[src/hdl/sct_pkg.sv]
// sct_pkg: shared widths, state and register codes, and the types used by
// the SIP call state tracker. No dependencies.
package sct_pkg;

    localparam int CODE_W          = 7;
    localparam int MSG_W           = 10;
    localparam int SEQ_W           = 32;
    localparam int STATE_W         = 3;
    localparam int APB_AW          = 4;
    localparam int APB_DW          = 32;
    localparam int REG_IDX_W       = 2;
    localparam int QUEUE_DEPTH_DEF = 2;

    // dialog states
    localparam logic [STATE_W-1:0] ST_NONE      = 3'd0;
    localparam logic [STATE_W-1:0] ST_SETUP     = 3'd1;
    localparam logic [STATE_W-1:0] ST_INCALL    = 3'd2;
    localparam logic [STATE_W-1:0] ST_CANCELLED = 3'd3;
    localparam logic [STATE_W-1:0] ST_REJECTED  = 3'd4;
    localparam logic [STATE_W-1:0] ST_BUSY      = 3'd5;
    localparam logic [STATE_W-1:0] ST_DIVERTED  = 3'd6;
    localparam logic [STATE_W-1:0] ST_COMPLETED = 3'd7;

    // response codes
    localparam logic [MSG_W-1:0] RSP_TEMP_UNAVAIL    = 10'd480;
    localparam logic [MSG_W-1:0] RSP_BUSY_HERE       = 10'd486;
    localparam logic [MSG_W-1:0] RSP_DECLINE_ALL     = 10'd600;
    localparam logic [MSG_W-1:0] RSP_CLIENT_ERR_BASE = 10'd400;
    localparam logic [MSG_W-1:0] RSP_REDIRECT_BASE   = 10'd300;

    // register indexes
    localparam logic [REG_IDX_W-1:0] REG_INVITE = 2'd0;
    localparam logic [REG_IDX_W-1:0] REG_ACK    = 2'd1;
    localparam logic [REG_IDX_W-1:0] REG_CANCEL = 2'd2;
    localparam logic [REG_IDX_W-1:0] REG_BYE    = 2'd3;

    localparam logic [CODE_W-1:0] INVITE_CODE_RST = 7'd1;
    localparam logic [CODE_W-1:0] ACK_CODE_RST    = 7'd2;
    localparam logic [CODE_W-1:0] CANCEL_CODE_RST = 7'd3;
    localparam logic [CODE_W-1:0] BYE_CODE_RST    = 7'd4;

    typedef struct packed {
        logic [CODE_W-1:0] invite_code;
        logic [CODE_W-1:0] ack_code;
        logic [CODE_W-1:0] cancel_code;
        logic [CODE_W-1:0] bye_code;
    } cfg_t;

    typedef struct packed {
        logic invite;
        logic ack;
        logic cancel;
        logic bye;
        logic busy;
        logic above_400;
        logic above_300;
    } msg_class_t;

    typedef struct packed {
        logic              new_call;
        msg_class_t        cls;
        logic [SEQ_W-1:0]  seq_number;
    } queue_entry_t;

endpackage

[src/hdl/sct_ifs.sv]
// sct_ifs: valid/ready channel interfaces for message beats in and
// result beats out. Depends on sct_pkg.
interface sct_msg_if import sct_pkg::*; ();
    logic             valid;
    logic             ready;
    logic             new_call;
    logic [MSG_W-1:0] msg_code;
    logic [SEQ_W-1:0] seq_number;

    modport source (output valid, new_call, msg_code, seq_number, input ready);
    modport sink   (input valid, new_call, msg_code, seq_number, output ready);
endinterface

interface sct_res_if import sct_pkg::*; ();
    logic               valid;
    logic               ready;
    logic [STATE_W-1:0] call_phase;
    logic               tracked;
    logic               call_started;
    logic               call_ended;

    modport source (output valid, call_phase, tracked, call_started, call_ended,
                    input ready);
    modport sink   (input valid, call_phase, tracked, call_started, call_ended,
                    output ready);
endinterface

[src/hdl/sip_call_state_tracker.sv]
// SIP call state tracker: one result beat per message beat.
// A message accepted into the queue is popped by the back part, which registers its result.
// Throughput: one message per cycle unless res_out stalls; the state update is a combinational
// compare-and-select in the back part, and a short queue decouples it from the front.
// Reset (rst_n, async, active low): untracked, state none, CSeq zero, method
// codes INVITE 1, ACK 2, CANCEL 3, BYE 4, queue and output register empty.
module sip_call_state_tracker import sct_pkg::*;
#(
    parameter int QUEUE_DEPTH = QUEUE_DEPTH_DEF
)
(
    input  logic              clk,
    input  logic              rst_n,
    input  logic              psel,
    input  logic              penable,
    input  logic              pwrite,
    input  logic [APB_AW-1:0] paddr,
    input  logic [APB_DW-1:0] pwdata,
    output logic [APB_DW-1:0] prdata,
    output logic              pready,
    sct_msg_if.sink           msg_in,
    sct_res_if.source         res_out
);

    cfg_t                 cfg_reg;
    logic                 cfg_wr;
    logic [REG_IDX_W-1:0] reg_idx;

    logic                 push, pop, full, empty;
    queue_entry_t         push_data, pop_data;

    assign pready  = 1'b1;
    assign cfg_wr  = psel && penable && pwrite;
    assign reg_idx = paddr[APB_AW-1:2];

    always_ff @(posedge clk or negedge rst_n)
    begin
        if (!rst_n)
        begin
            cfg_reg.invite_code <= INVITE_CODE_RST;
            cfg_reg.ack_code    <= ACK_CODE_RST;
            cfg_reg.cancel_code <= CANCEL_CODE_RST;
            cfg_reg.bye_code    <= BYE_CODE_RST;
        end
        else if (cfg_wr)
        begin
            unique case (reg_idx)
                REG_INVITE: cfg_reg.invite_code <= pwdata[CODE_W-1:0];
                REG_ACK:    cfg_reg.ack_code    <= pwdata[CODE_W-1:0];
                REG_CANCEL: cfg_reg.cancel_code <= pwdata[CODE_W-1:0];
                REG_BYE:    cfg_reg.bye_code    <= pwdata[CODE_W-1:0];
                default:    cfg_reg             <= cfg_reg;
            endcase
        end
    end

    always_comb
    begin
        unique case (reg_idx)
            REG_INVITE: prdata = {{(APB_DW-CODE_W){1'b0}}, cfg_reg.invite_code};
            REG_ACK:    prdata = {{(APB_DW-CODE_W){1'b0}}, cfg_reg.ack_code};
            REG_CANCEL: prdata = {{(APB_DW-CODE_W){1'b0}}, cfg_reg.cancel_code};
            REG_BYE:    prdata = {{(APB_DW-CODE_W){1'b0}}, cfg_reg.bye_code};
            default:    prdata = '0;
        endcase
    end

    sct_front u_front (
        .cfg       (cfg_reg),
        .msg_in    (msg_in),
        .full      (full),
        .push      (push),
        .push_data (push_data)
    );

    sct_queue #(
        .DEPTH (QUEUE_DEPTH)
    ) u_queue (
        .clk       (clk),
        .rst_n     (rst_n),
        .push      (push),
        .push_data (push_data),
        .full      (full),
        .pop       (pop),
        .pop_data  (pop_data),
        .empty     (empty)
    );

    sct_back u_back (
        .clk     (clk),
        .rst_n   (rst_n),
        .entry   (pop_data),
        .empty   (empty),
        .pop     (pop),
        .res_out (res_out)
    );

endmodule

[src/hdl/sct_front.sv]
// sct_front: accepts message beats and classifies the code against the
// configured methods and the fixed response ranges. Depends on sct_pkg, sct_ifs.
module sct_front import sct_pkg::*;
(
    input  cfg_t          cfg,
    sct_msg_if.sink       msg_in,
    input  logic          full,
    output logic          push,
    output queue_entry_t  push_data
);

    assign msg_in.ready = !full;
    assign push         = msg_in.valid && !full;

    always_comb
    begin
        push_data.new_call      = msg_in.new_call;
        push_data.seq_number    = msg_in.seq_number;
        push_data.cls.invite    = msg_in.msg_code == {3'b000, cfg.invite_code};
        push_data.cls.ack       = msg_in.msg_code == {3'b000, cfg.ack_code};
        push_data.cls.cancel    = msg_in.msg_code == {3'b000, cfg.cancel_code};
        push_data.cls.bye       = msg_in.msg_code == {3'b000, cfg.bye_code};
        push_data.cls.busy      = (msg_in.msg_code == RSP_TEMP_UNAVAIL) ||
                                  (msg_in.msg_code == RSP_BUSY_HERE) ||
                                  (msg_in.msg_code == RSP_DECLINE_ALL);
        push_data.cls.above_400 = msg_in.msg_code > RSP_CLIENT_ERR_BASE;
        push_data.cls.above_300 = msg_in.msg_code > RSP_REDIRECT_BASE;
    end

endmodule

[src/hdl/sct_queue.sv]
// sct_queue: short register queue of classified messages between the
// front and back parts. Depends on sct_pkg.
module sct_queue import sct_pkg::*;
#(
    parameter int DEPTH = QUEUE_DEPTH_DEF
)
(
    input  logic          clk,
    input  logic          rst_n,
    input  logic          push,
    input  queue_entry_t  push_data,
    output logic          full,
    input  logic          pop,
    output queue_entry_t  pop_data,
    output logic          empty
);

    localparam int PTR_W = (DEPTH > 1) ? $clog2(DEPTH) : 1;
    localparam int CNT_W = $clog2(DEPTH + 1);

    queue_entry_t     entries_reg [DEPTH];
    logic [PTR_W-1:0] wr_ptr_reg, wr_ptr_next;
    logic [PTR_W-1:0] rd_ptr_reg, rd_ptr_next;
    logic [CNT_W-1:0] count_reg, count_next;

    assign full     = count_reg == CNT_W'(DEPTH);
    assign empty    = count_reg == '0;
    assign pop_data = entries_reg[rd_ptr_reg];

    always_comb
    begin
        wr_ptr_next = wr_ptr_reg;
        rd_ptr_next = rd_ptr_reg;
        count_next  = count_reg;
        if (push)
        begin
            wr_ptr_next = (wr_ptr_reg == PTR_W'(DEPTH - 1)) ? '0 : wr_ptr_reg + 1'b1;
        end
        if (pop)
        begin
            rd_ptr_next = (rd_ptr_reg == PTR_W'(DEPTH - 1)) ? '0 : rd_ptr_reg + 1'b1;
        end
        if (push && !pop)
        begin
            count_next = count_reg + 1'b1;
        end
        else if (pop && !push)
        begin
            count_next = count_reg - 1'b1;
        end
    end

    always_ff @(posedge clk or negedge rst_n)
    begin
        if (!rst_n)
        begin
            wr_ptr_reg <= '0;
            rd_ptr_reg <= '0;
            count_reg  <= '0;
        end
        else
        begin
            wr_ptr_reg <= wr_ptr_next;
            rd_ptr_reg <= rd_ptr_next;
            count_reg  <= count_next;
        end
    end

    always_ff @(posedge clk)
    begin
        if (push)
        begin
            entries_reg[wr_ptr_reg] <= push_data;
        end
    end

`ifndef SYNTHESIS
    a_no_overflow: assert property (@(posedge clk) disable iff (!rst_n)
        push |-> (!full || pop))
        else $error("queue written while full");
    a_no_underflow: assert property (@(posedge clk) disable iff (!rst_n)
        pop |-> !empty)
        else $error("queue read while empty");
    a_count_tracks: assert property (@(posedge clk) disable iff (!rst_n)
        (push && !pop) |=> count_reg == $past(count_reg) + 1'b1)
        else $error("queue count lost a beat");
`endif

endmodule

[src/hdl/sct_back.sv]
// sct_back: applies classified messages to the dialog state and holds the
// result beat in an output register. Depends on sct_pkg, sct_ifs.
module sct_back import sct_pkg::*;
(
    input  logic          clk,
    input  logic          rst_n,
    input  queue_entry_t  entry,
    input  logic          empty,
    output logic          pop,
    sct_res_if.source     res_out
);

    logic               tracked_reg, tracked_next;
    logic [STATE_W-1:0] state_reg, state_next, state_base;
    logic [SEQ_W-1:0]   invite_seq_reg, invite_seq_next, seq_base;
    logic               same_seq;
    logic               started_next, ended_next;

    logic               res_valid_reg;
    logic [STATE_W-1:0] res_state_reg;
    logic               res_tracked_reg;
    logic               res_started_reg;
    logic               res_ended_reg;

    assign pop = !empty && (!res_valid_reg || res_out.ready);

    always_comb
    begin
        tracked_next = tracked_reg;
        state_base   = state_reg;
        seq_base     = invite_seq_reg;
        // a new call drops everything held for the previous one
        if (entry.new_call)
        begin
            tracked_next = entry.cls.invite;
            state_base   = ST_NONE;
            seq_base     = '0;
        end
        state_next      = state_base;
        invite_seq_next = seq_base;
        started_next    = 1'b0;
        ended_next      = 1'b0;
        same_seq        = entry.seq_number == seq_base;
        if (tracked_next)
        begin
            unique case (state_base)
                ST_SETUP:
                begin
                    priority if (entry.cls.ack && same_seq)
                    begin
                        state_next   = ST_INCALL;
                        started_next = 1'b1;
                    end
                    else if (entry.cls.cancel)
                    begin
                        state_next = ST_CANCELLED;
                    end
                    else if (entry.cls.busy)
                    begin
                        state_next = ST_BUSY;
                    end
                    else if (entry.cls.above_400 && same_seq)
                    begin
                        state_next = ST_REJECTED;
                    end
                    else if (entry.cls.above_300)
                    begin
                        state_next = ST_DIVERTED;
                    end
                    else
                    begin
                        state_next = ST_SETUP;
                    end
                end
                ST_INCALL:
                begin
                    if (entry.cls.bye)
                    begin
                        state_next = ST_COMPLETED;
                        ended_next = 1'b1;
                    end
                end
                default:
                begin
                    // none or a final state: an INVITE opens setup
                    if (entry.cls.invite)
                    begin
                        state_next      = ST_SETUP;
                        invite_seq_next = entry.seq_number;
                    end
                end
            endcase
        end
    end

    always_ff @(posedge clk or negedge rst_n)
    begin
        if (!rst_n)
        begin
            tracked_reg    <= 1'b0;
            state_reg      <= ST_NONE;
            invite_seq_reg <= '0;
            res_valid_reg  <= 1'b0;
        end
        else
        begin
            if (pop)
            begin
                tracked_reg    <= tracked_next;
                state_reg      <= state_next;
                invite_seq_reg <= invite_seq_next;
                res_valid_reg  <= 1'b1;
            end
            else if (res_out.ready)
            begin
                res_valid_reg <= 1'b0;
            end
        end
    end

    always_ff @(posedge clk)
    begin
        if (pop)
        begin
            res_state_reg   <= state_next;
            res_tracked_reg <= tracked_next;
            res_started_reg <= started_next;
            res_ended_reg   <= ended_next;
        end
    end

    assign res_out.valid        = res_valid_reg;
    assign res_out.call_phase   = res_state_reg;
    assign res_out.tracked      = res_tracked_reg;
    assign res_out.call_started = res_started_reg;
    assign res_out.call_ended   = res_ended_reg;

`ifndef SYNTHESIS
    a_untracked_idle: assert property (@(posedge clk) disable iff (!rst_n)
        !tracked_reg |-> state_reg == ST_NONE)
        else $error("state moved on an untracked call");
    a_start_from_setup: assert property (@(posedge clk) disable iff (!rst_n)
        (pop && started_next) |-> (state_reg == ST_SETUP && !entry.new_call))
        else $error("call started outside setup");
    a_non_invite_open: assert property (@(posedge clk) disable iff (!rst_n)
        (pop && entry.new_call && !entry.cls.invite) |=>
            (!tracked_reg && state_reg == ST_NONE))
        else $error("call opened without INVITE is tracked");
    a_end_from_incall: assert property (@(posedge clk) disable iff (!rst_n)
        (pop && ended_next) |=> ($past(state_reg) == ST_INCALL &&
            state_reg == ST_COMPLETED))
        else $error("call ended outside in-call");
`endif

endmodule
[src/flat_wrapper.sv]
// flat-port wrapper written by rule: the top's interface ports become plain ports
module sip_call_state_tracker_flat import sct_pkg::*;
#(
    parameter int QUEUE_DEPTH = QUEUE_DEPTH_DEF
)
  (clk, rst_n, psel, penable, pwrite, paddr, pwdata, prdata, pready, msg_in_valid, msg_in_new_call, msg_in_msg_code, msg_in_seq_number, msg_in_ready, res_out_valid, res_out_call_phase, res_out_tracked, res_out_call_started, res_out_call_ended, res_out_ready);
  sct_msg_if msg_in_i ();
  sct_res_if res_out_i ();
  input  logic clk;
  input  logic rst_n;
  input  logic psel;
  input  logic penable;
  input  logic pwrite;
  input  logic [APB_AW-1:0] paddr;
  input  logic [APB_DW-1:0] pwdata;
  output logic [APB_DW-1:0] prdata;
  output logic pready;
  input wire logic [$bits(msg_in_i.valid)-1:0] msg_in_valid;
  input wire logic [$bits(msg_in_i.new_call)-1:0] msg_in_new_call;
  input wire logic [$bits(msg_in_i.msg_code)-1:0] msg_in_msg_code;
  input wire logic [$bits(msg_in_i.seq_number)-1:0] msg_in_seq_number;
  output wire logic [$bits(msg_in_i.ready)-1:0] msg_in_ready;
  output wire logic [$bits(res_out_i.valid)-1:0] res_out_valid;
  output wire logic [$bits(res_out_i.call_phase)-1:0] res_out_call_phase;
  output wire logic [$bits(res_out_i.tracked)-1:0] res_out_tracked;
  output wire logic [$bits(res_out_i.call_started)-1:0] res_out_call_started;
  output wire logic [$bits(res_out_i.call_ended)-1:0] res_out_call_ended;
  input wire logic [$bits(res_out_i.ready)-1:0] res_out_ready;
  assign msg_in_i.valid = msg_in_valid;
  assign msg_in_i.new_call = msg_in_new_call;
  assign msg_in_i.msg_code = msg_in_msg_code;
  assign msg_in_i.seq_number = msg_in_seq_number;
  assign msg_in_ready = msg_in_i.ready;
  assign res_out_valid = res_out_i.valid;
  assign res_out_call_phase = res_out_i.call_phase;
  assign res_out_tracked = res_out_i.tracked;
  assign res_out_call_started = res_out_i.call_started;
  assign res_out_call_ended = res_out_i.call_ended;
  assign res_out_i.ready = res_out_ready;
  sip_call_state_tracker #(.QUEUE_DEPTH(QUEUE_DEPTH)) u_core (.clk(clk), .rst_n(rst_n), .psel(psel), .penable(penable), .pwrite(pwrite), .paddr(paddr), .pwdata(pwdata), .prdata(prdata), .pready(pready), .msg_in(msg_in_i), .res_out(res_out_i));
endmodule
[config.mk]
export PLATFORM = sky130hd
export DESIGN_NAME = sip_call_state_tracker_flat
export DESIGN_NICKNAME = d
export VERILOG_FILES = /design/src/hdl/sct_pkg.sv /design/src/hdl/sct_ifs.sv /design/src/hdl/sip_call_state_tracker.sv /design/src/hdl/sct_front.sv /design/src/hdl/sct_queue.sv /design/src/hdl/sct_back.sv /design/src/flat_wrapper.sv
export SDC_FILE = /design/constraint.sdc
export NUM_CORES = 1
export LEC_CHECK = 0
export ABC_AREA = 1
export BUFFER_PORTS_ARGS = -buffer_cell sky130_fd_sc_hd__buf_2
export CORE_MARGIN = 8
export CORE_UTILIZATION = 40
export CTS_BUF_LIST = sky130_fd_sc_hd__clkbuf_4 sky130_fd_sc_hd__clkbuf_8 sky130_fd_sc_hd__clkbuf_16
export DETAILED_ROUTE_END_ITERATION = 16
export GPL_TIMING_DRIVEN = 0
export SETUP_SLACK_MARGIN = 0.5
export SLEW_MARGIN = 20
export SYNTH_ARGS = -nofsm -noshare
export SYNTH_HDL_FRONTEND = slang
export SYNTH_SLANG_ARGS = --single-unit
[constraint.sdc]
create_clock -name clk -period 4.7 [get_ports clk]
set_clock_uncertainty 0.2 [all_clocks]
set_input_delay 0 -clock clk [delete_from_list [all_inputs] [get_ports clk]]
set_output_delay 0 -clock clk [all_outputs]
set_load 0.005 [all_outputs]
[After elaboration in Yosys (flattened, before gate mapping)]
Memories as Yosys holds them, arrays and structs flattened.
Cells that the tools add are included.
Storage, ports and cells
  word-level logic and storage cells: 89
  bits of input ports: 86
  RAM bits: 80
  output and inout port bits: 41
  memories kept: 1
  register bits: 75
Memories
  u_core.u_queue.entries_reg: depth 2, width 40, read ports 1, clocked after Yosys merged registers in 0, write ports 1, line sct_queue.sv:21  | queue_entry_t entries_reg [DEPTH];
Cells by class
  add/sub/neg operators: 4
  muxes and demuxes: 26
  order comparisons: 2
  equal/unequal tests: 14
  reductions and logical operators: 27
Operator list (count)
  two-way mux 32 bit: 4
  one-hot mux 32 bit (4 select lines): 1
  == test 10 x 7 -> 1 bit: 4
  == test 32 bit: 1
  two-way mux 3 bit: 9
  == test 10 x 9 -> 1 bit, second input constant: 2
  > comparator 10 x 9 -> 1 bit, second input constant: 2
  AND reduction 2 bit: 6
  == test 10 bit, second input constant: 1
  two-way mux 1 bit: 9
  logical AND 1 bit: 8
  == test 2 bit, second input constant: 3
  one-hot mux 3 bit (2 select lines): 1
  zero test 1 bit: 5
  zero test 2 bit: 2
  two-way mux 2 bit: 2
  nonzero test 2 bit: 2
  == test 3 x 1 -> 1 bit, second input constant: 1
  == test 3 x 2 -> 1 bit, second input constant: 1
  logical OR 1 bit: 3
  adder 1 bit, second input constant: 2
  adder 2 x 1 -> 2 bit, second input constant: 1
  == test 2 x 1 -> 1 bit, second input constant: 1
  OR reduction 2 bit: 1
  subtractor 2 x 1 -> 2 bit, second input constant: 1

[Depth between registers and ports, before layout]
Gate-level depths: netlist (run 1).
An unclocked memory read counts as a cell.
  depth after elaboration: 10
  depth in mapped cells: 21
  depth with buffers taken out: 19

[By module]
From an unflattened synthesis (run 1), not the netlist that was laid out.
Second synthesis, totals
  cell total of the unflattened synthesis: 1025
  area total of the unflattened synthesis: 8797.2 um2
By module, submodules not included
  sct_queue: instances 1, area each 3296.9 um2, cells an instance 150
  sct_back: instances 1, area each 2835.2 um2, cells an instance 443
  sip_call_state_tracker: instances 1, area each 1650.3 um2, cells an instance 201
  sct_front: instances 1, area each 1014.7 um2, cells an instance 231

[Worst setup path after synthesis (run 1)]
OpenSTA, ideal clock, no wires.
  kind: register to register
  start: reg u_core.u_queue.count_reg[0]
  end: mem u_core.u_queue.entries_reg[1][0] in the netlist's numbering, enable pin
  path slack: 1.767 ns
  stages on the path, launching flop included: 5
  required time: 4.061 ns
  clock period less this slack: 2.933 ns
  setup time: 0.439 ns
  arrival time: 2.295 ns
  path buffers: 0
  path through: dfrtp_1 inv_1 nand2_1 nand2_1 nor2_1
Between the ends
  word-level cells in the longest chain between the ends: 5
Ends and longest elaborated chain
  start, declared: line sct_queue.sv:24  | logic [CNT_W-1:0] count_reg, count_next;
  start signal, assigned: line sct_queue.sv:65  | count_reg <= count_next;
  == test 2 bit: line sct_queue.sv:26  | assign full = count_reg == CNT_W'(DEPTH);
  zero test 1 bit
  named net msg_in_ready: line flat_wrapper.sv:22  | output wire logic [$bits(msg_in_i.ready)-1:0] msg_in_ready;
  logical AND 1 bit: line sct_front.sv:13  | assign push = msg_in.valid && !full;
  two-way mux 1 bit: line sct_queue.sv:71  | if (push)
  two-way mux 1 bit (not written as such): line sct_queue.sv:73  | entries_reg[wr_ptr_reg] <= push_data;
  end, declared: line sct_queue.sv:21
The timed path passes the listed nets, and every way through them passes these cells.

[Worst setup path after layout (run 1)]
  start: reg u_core.u_back.res_valid_reg, in the netlist u_core.u_back.res_out.valid
  end: reg u_core.u_queue.count_reg[1]
Between the ends
  word-level cells in the longest chain between the ends: 6
Ends and longest elaborated chain
  start, declared: line sct_back.sv:19  | logic res_valid_reg;
  start signal, assigned: line sct_back.sv:103  | res_valid_reg <= 1'b0;
  start signal, assigned: line sct_back.sv:112  | res_valid_reg <= 1'b1;
  start signal, assigned: line sct_back.sv:116  | res_valid_reg <= 1'b0;
  zero test 1 bit (*): line sct_back.sv:25  | assign pop = !empty && (!res_valid_reg || res_out.ready);
  logical OR 1 bit (*): line sct_back.sv:25
  logical AND 1 bit (*): line sct_back.sv:25
  zero test 1 bit: line sct_queue.sv:43  | if (push && !pop)
  logical AND 1 bit: line sct_queue.sv:43
  two-way mux 2 bit or nonzero test 2 bit (tied branches)
Every way passes the cells marked *; elsewhere a longest branch is shown, timed or not.
A chain may end at the register's enable or synchronous reset.

==> impl_metrics.json, run 1 <==
{
  "dp_hpwl_mm": 14.54,
  "seq_area_frac_synth": 0.5477,
  "vias": 6594,
  "synth_top_family_by_area": "simple AND/OR/NAND/NOR gates",
  "max_freq_mhz": 333.9,
  "netlist_instances": 915,
  "largest_reg_flops": 80,
  "r2r-end": "u_core.u_queue.count_reg[1]$_DFFE_PN0P_",
  "grt_pass1_wl_mm": 32.88,
  "async_flop_share": 0.4452,
  "drive_above_1_share": 0.1511,
  "synth-main-ff-cell": "edfxtp_1",
  "area_delta_synth_final_pct": 25.92,
  "synthSimpleGateAreaFrac": 0.1999,
  "synth_compound_area_frac": 0.1266,
  "gr-total-overflow": 0,
  "yosysTopAreaCellShare": 0.3278,
  "syn_area_sq_um": 7879,
  "fp.coreArea_sq_um": 19400,
  "r2r_slack_ps": 1700,
  "finalPower_w": 0.005950,
  "crit_path_start": "u_core.u_back.res_out.valid$_DFFE_PN0P_",
  "synth_xor_area_frac": 0.02112,
  "dpl_worst_slack_ps": 1695,
  "timing.final.ws_setup_ps": 1705,
  "clk_latency_ps": 420,
  "hold_path_class": "in -> reg",
  "fp-row-count": 51,
  "final_core_util": 0.5114,
  "netlist_top_cells_area": "edfxtp_1 (33%), dfrtp_1 (20%), nand2_1 (12%), o21ai_0 (5.3%), inv_1 (5.1%)",
  "remaining_drc_errors": 0,
  "endpoint": "u_core.u_queue.count_reg[1]$_DFFE_PN0P_",
  "tightest_slew_ps": 768.4,
  "final_common_cell": "nand2_1",
  "cts-resized-gates": 0,
  "r2r_cells": 9,
  "grt_pass1_vias": 6490,
  "rsz0062_at_grt": "no",
  "fillers": 1871,
  "setup_viol": 0,
  "synth-adder-area-share": 0.001588,
  "maxCapViolCount": 0,
  "ios": 127,
  "clockBufferDepth": 2,
  "root_buffer": "clkbuf_16",
  "grt_start_max_net_pins": 43,
  "initial_utilization": 0.4062,
  "reg2reg_from": "u_core.u_back.res_out.valid$_DFFE_PN0P_",
  "die-area_sq_um": 24440,
  "viasPerCell": 4.810,
  "firstDrtPassIters": 5,
  "final_nets": 1180,
  "fp.dieW_um": 156.3,
  "clk_pin_slew_ps": 60,
  "ys_seq_elements": 155,
  "crit_type": "reg -> reg",
  "period_share": 0.6373,
  "antenna_found_initial": 1,
  "wire_per_inst_um": 14.81,
  "gr-usage-all-layers": 0.1707,
  "globalplace.congestion": 0.8612,
  "clock_sinks": 155,
  "mostFrequentLayoutCells": "nand2_1 (260), inv_1 (106), edfxtp_1 (86), o21ai_0 (84), buf_2 (79)",
  "cts_tree": "done",
  "peakVddDrop_uv": 327.6,
  "max-slew-margin-rel": 0.4878,
  "path_max_fanout": 10,
  "yosysWarnings": 0,
  "die_y_um": 156.3,
  "fin_setup_tns_ps": 0,
  "syn_area_per_cell_sq_um": 8.611,
  "p_leak_nw": 4.551,
  "min_period_ps": 2995,
  "synth_edf_count": 86,
  "powerDensity_nw_per_um2": 599.7,
  "synth_cell_type_count": 43,
  "cts_buffers": 17,
  "required_ps": 4800,
  "cts-htree-levels": 4,
  "dr.first_iter.drc_count": 507,
  "maxSlewViolCount": 0,
  "port_buffers": 70,
  "cp-start-kind": "register",
  "synthMuxAreaShare": 0.001270,
  "status": "completed",
  "setup.worst_path.end_class": "register",
  "cp.arrival_ps": 3090,
  "synth_area_leader_cell": "edfxtp_1",
  "wl_mm": 20.31,
  "hold_viol": 0,
  "postCtsSetupRepairBufs": 0,
  "ant_nets": 0
}
## metal layers
metal | track usage | wire [um] | vias up
met2 | 0.2794 | 9808 | 185
met4 | 0.06453 | 489 | 0
li1 | - | - | 3311
met5 | 0 | 0 | -
met3 | 0.03392 | 955 | 33
met1 | 0.2194 | 9055 | 3065
## cell type report
| class | instances | area (sq um) | share of cell area |
|---|---|---|---|
| flip-flops and latches | 155 | 4315 | 0.4350 |
| multi-input cells | 614 | 2874 | 0.2897 |
| repair buffers | 135 | 1051 | 0.1059 |
| clock buffers | 20 | 447.9 | 0.04515 |
| inverters | 111 | 421.7 | 0.04250 |
| plain buffers | 59 | 372.9 | 0.03758 |
| well taps | 265 | 331.6 | 0.03342 |
| clock inverters | 11 | 103.9 | 0.01047 |
| diodes | 1 | 2.502 | 0.0002522 |
## metrics by stage
step                instance area [sq um]  hold slack (ps)  instances
finish                               9921            12.67       1371
global route                         9921            21.51       1371
CTS                                  9918            2.945       1370
detailed placement                   8736           -232.9       1277
global placement                     8651           -10.62       1274
floorplan                            7969           -495.6        939
## synth_stat cells, types with 10 or more instances
cell      count
a21oi_1      51
buf_2        10
buf_4        29
clkbuf_1     15
dfrtp_1      64
edfxtp_1     86
inv_1       106
nand2_1     260
nand3_1      36
nor2_1       58
o21ai_0      84
o21ai_1      18
xor2_1       17
## where the power goes
group,internal (W),total (W),switching [W]
logic,0.000844,0.00254,0.00170
clock network,0.000784,0.00131,0.000526
registers,0.00191,0.00210,0.000192
total,0.00353,0.00595,0.00241
## logic make-up after synthesis
| family | count (synthesis) |
|---|---|
| XOR/XNOR | 19 |
| other | 2 |
| multiplexers | 1 |
| buffers and inverters | 170 |
| flip-flops | 155 |
| AND/OR/NAND/NOR | 383 |
| adder cells (fa/ha/maj) | 1 |
| AO/OA/AOI/OAI | 184 |
## critical path, cell delays in order (launching register included)
cell and delay [ps]:
dfrtp_1 370, inv_1 60, nor2_1 40, a21oi_1 590, clkinv_1 390, clkbuf_1 420
ha_1 430, a21oi_1 110, o21ai_0 100, xor2_1 150
## worst min-delay path by stage
stage,start,to,slack (ps),cells past startpoint
2_1_floorplan,rst_n,u_core.cfg_reg[0]$_DFFE_PN0P_,-500,0
3_3_place_gp,msg_in_seq_number[26],u_core.u_queue.entries_reg[1][26]$_DFFE_PP_,-10,1
3_5_place_dp,rst_n,u_core.cfg_reg[16]$_DFFE_PN0P_,-230,1
4_1_cts,msg_in_msg_code[4],u_core.u_queue.entries_reg[1][36]$_DFFE_PP_,3,3
5_1_grt,msg_in_msg_code[4],u_core.u_queue.entries_reg[1][36]$_DFFE_PP_,20,3
6_report,msg_in_msg_code[4],u_core.u_queue.entries_reg[1][36]$_DFFE_PP_,10,3
## what timing repair did
action	in CTS	in global routing
hold endpoints to repair	180	0
hold buffers	62	0
setup endpoints to repair	0	0
(Power assumes the default switching activity.)
==> run 2, diff against run 1 <==
--- a/config.mk
+++ b/config.mk
@@ -5,7 +5,7 @@
 export SDC_FILE = /design/constraint.sdc
 export NUM_CORES = 1
 export LEC_CHECK = 0
-export ABC_AREA = 1
+export ABC_AREA = 0
 export BUFFER_PORTS_ARGS = -buffer_cell sky130_fd_sc_hd__buf_2
 export CORE_MARGIN = 8
 export CORE_UTILIZATION = 40
==> constraint.sdc (replaced) <==
create_clock -name clk -period 2.7 [get_ports clk]
set_clock_uncertainty 0.2 [all_clocks]
set_input_delay 0 -clock clk [delete_from_list [all_inputs] [get_ports clk]]
set_output_delay 0 -clock clk [all_outputs]
set_load 0.005 [all_outputs]
==> impl_metrics.json, run 2 <==
{
  "cp-start-kind": "register",
  "mostFrequentLayoutCells": "edfxtp_1 (86), buf_2 (68), dfrtp_1 (64), nor2_1 (62), nand2_1 (61)",
  "timing.final.ws_setup_ps": -231.7,
  "crit_family": "compound AO/OA/AOI/OAI gates",
  "hold_viol": 0,
  "maxSlewViolCount": 0,
  "p_leak_nw": 4.117,
  "max-slew-margin-rel": 0.4726,
  "wl_mm": 21.43,
  "endpoint": "u_core.u_back.res_out.call_phase[2]$_DFFE_PP_",
  "die_y_um": 160.0,
  "num_antenna_cells": 0,
  "min_period_ps": 2932,
  "seqCellArea_sq_um": 4315,
  "r2r_slack_ps": -230,
  "gr-total-overflow": 0,
  "peakVddDrop_uv": 468.5,
  "path_max_fanout": 5,
  "cp_slowest_cell": "edfxtp_1",
  "slowest_delay_ps": 510,
  "crit_buf_inv": 1,
  "root_buffer": "clkbuf_16",
  "setup_viol": 6,
  "fp.dieW_um": 160.0,
  "initial_utilization": 0.4085,
  "syn_area_per_cell_sq_um": 11.44,
  "crit_chain": "buf_6 > or4_4 > a311oi_2 > nand4_1 > a22oi_2 > nand4_2 > a211o_1 > o22ai_2",
  "synth_area_leader_cell": "edfxtp_1",
  "grt_pass1_wl_mm": 34.84,
  "firstDrtPassIters": 5,
  "final_nets": 991,
  "drive_above_1_share": 0.2617,
  "fp.coreArea_sq_um": 20300,
  "r2r_cells": 8,
  "dr.first_iter.drc_count": 502,
  "crit_type": "reg -> reg",
  "crit_path_start": "u_core.u_queue.entries_reg[1][39]$_DFFE_PP_",
  "netlist_instances": 725,
  "synth_edf_count": 86,
  "clockBufferDepth": 2,
  "dp_hpwl_mm": 14.36,
  "ant_nets": 0,
  "die-area_sq_um": 25590,
  "failed_checks": "setup timing",
  "setup.worst_path.end_class": "register",
  "clk_pin_slew_ps": 70,
  "clock_sinks": 155,
  "clk_latency_ps": 430,
  "period_share": 1.086,
  "r2r-end": "u_core.u_back.res_out.call_phase[2]$_DFFE_PP_",
  "port_buffers": 66,
  "antenna_found_initial": 0,
  "fillers": 1789,
  "yosys-top-cells-count": "edfxtp_1 (86), dfrtp_1 (64), nor2_1 (64)",
  "maxCapViolCount": 0,
  "synth_most_common_cell": "edfxtp_1",
  "max_freq_mhz": 341.1,
  "synth_cell_type_count": 61,
  "ys_seq_elements": 155,
  "vias": 6305,
  "powerDensity_nw_per_um2": 911.2,
  "yosysTopAreaCellShare": 0.3115,
  "cts-htree-levels": 4,
  "fin_cells": 1187,
  "netlist_top_cells_area": "edfxtp_1 (31%), dfrtp_1 (19%), xnor2_1 (6.0%), mux2i_1 (4.6%), mux2_2 (4.3%)",
  "cts_buffers": 17,
  "crit_cells": 8,
  "globalplace.congestion": 0.8342,
  "status": "finished with violations",
  "yosysWarnings": 0,
  "area_delta_synth_final_pct": 28.25,
  "required_ps": 2760,
  "grt_start_max_net_pins": 41,
  "multiInputGateArea_sq_um": 3890,
  "placed_cells": 1088,
  "wire_per_inst_um": 18.05,
  "hold-path-cell-count": 2,
  "rsz0062_at_grt": "yes",
  "final_common_cell": "edfxtp_1",
  "remaining_drc_errors": 0,
  "cp.arrival_ps": 3000,
  "synth-main-ff-cell": "edfxtp_1",
  "final_core_util": 0.5239,
  "syn_area_sq_um": 8292,
  "finalPower_w": 0.009690,
  "grt_pass1_vias": 6320,
  "reg2reg_from": "u_core.u_queue.entries_reg[1][39]$_DFFE_PP_",
  "fp-row-count": 52,
  "gr-usage-all-layers": 0.1701,
  "largest_reg_flops": 80,
  "tightest_slew_ps": 791.1,
  "viasPerCell": 5.312,
  "seq_area_frac_synth": 0.5204,
  "cts_tree": "done",
  "ios": 127,
  "async_flop_share": 0.4452,
  "hold_path_class": "in -> reg"
}
run 2: cell types whose count changed after synthesis, moves of 29 or more:
cell / change
nand2_1: -198
inv_1: -101
xnor2_1: +55
a21oi_1: -43
mux2i_1: +37
mux2_2: +32
nand3_1: -31
o21ai_0: -29
run 2: worst min-delay path by stage:
| stage | start | to |
|---|---|---|
| after floorplan | rst_n | u_core.cfg_reg[0]$_DFFE_PN0P_ |
| after global placement | msg_in_seq_number[25] | u_core.u_queue.entries_reg[0][25]$_DFFE_PP_ |
| after detailed placement | rst_n | u_core.u_back.invite_seq_reg[23]$_DFFE_PN0P_ |
| after CTS | psel | u_core.cfg_reg[10]$_DFFE_PN0P_ |
| after global routing | msg_in_msg_code[5] | u_core.u_queue.entries_reg[1][36]$_DFFE_PP_ |
| final | msg_in_msg_code[0] | u_core.u_queue.entries_reg[0][34]$_DFFE_PP_ |
run 2: area by class of cell:
type,count,share of cell area
sequential,155,0.4058
tap,270,0.03177
inverter,5,0.001765
clock buffer,17,0.04000
buffer,61,0.03942
timing repair buffer,136,0.1019
clock inverter,15,0.01353
multi-input combinational,528,0.3658
run 2: repair_timing:
action	CTS	global route
endpoints found under the hold margin	182	0
cloned	1	0
pin swaps	22	9
resized for setup	54	18
hold buffers	58	0
setup endpoints to repair	40	42
setup buffers	8	0
run 2: kinds of logic after synthesis:
| family | Yosys count | synth area share |
|---|---|---|
| multiplexers | 77 | 0.1083 |
| AND/OR/NAND/NOR | 218 | 0.1432 |
| adder cells (fa/ha/maj) | 1 | 0.001509 |
| AO/OA/AOI/OAI | 137 | 0.1089 |
| other | 2 | 0.0009057 |
| flip-flops | 155 | 0.5204 |
| XOR/XNOR | 69 | 0.07288 |
| buffers and inverters | 66 | 0.04376 |
run 2: power by group:
group,total (W),leakage [nW],internal (W),switching (W)
clock,0.00232,0.285,0.00123,0.00109
combinational,0.00347,2.16,0.00159,0.00189
sequential,0.00389,1.67,0.00324,0.000651
total,0.00969,4.12,0.00606,0.00363
run 2: layer usage:
layer | global-route usage | share of wire | routed length (um) | vias to the layer above
met3 | 0.04113 | 0.051 | 1089 | 22
met4 | 0.04758 | 0.012 | 252 | 0
met2 | 0.2664 | 0.46 | 9875 | 177
li1 | - | - | - | 3024
met5 | 0 | 0 | 0 | -
met1 | 0.2305 | 0.48 | 10210 | 3082
run 2: per-stage QoR:
| step | setup TNS [ps] | hold slack, ps | setup WS [ps] | instance area (sq um) |
|---|---|---|---|---|
| floorplan | 0 | -495.6 | 181.9 | 8404 |
| global placement | -7456 | -11.60 | -650.0 | 9072 |
| detailed placement | -8836 | -151.0 | -602.7 | 9156 |
| CTS | -800.1 | 0.8027 | -227.0 | 10560 |
| global route | -1293 | 50.38 | -278.7 | 10630 |
| finish | -931.8 | 42.03 | -231.7 | 10630 |
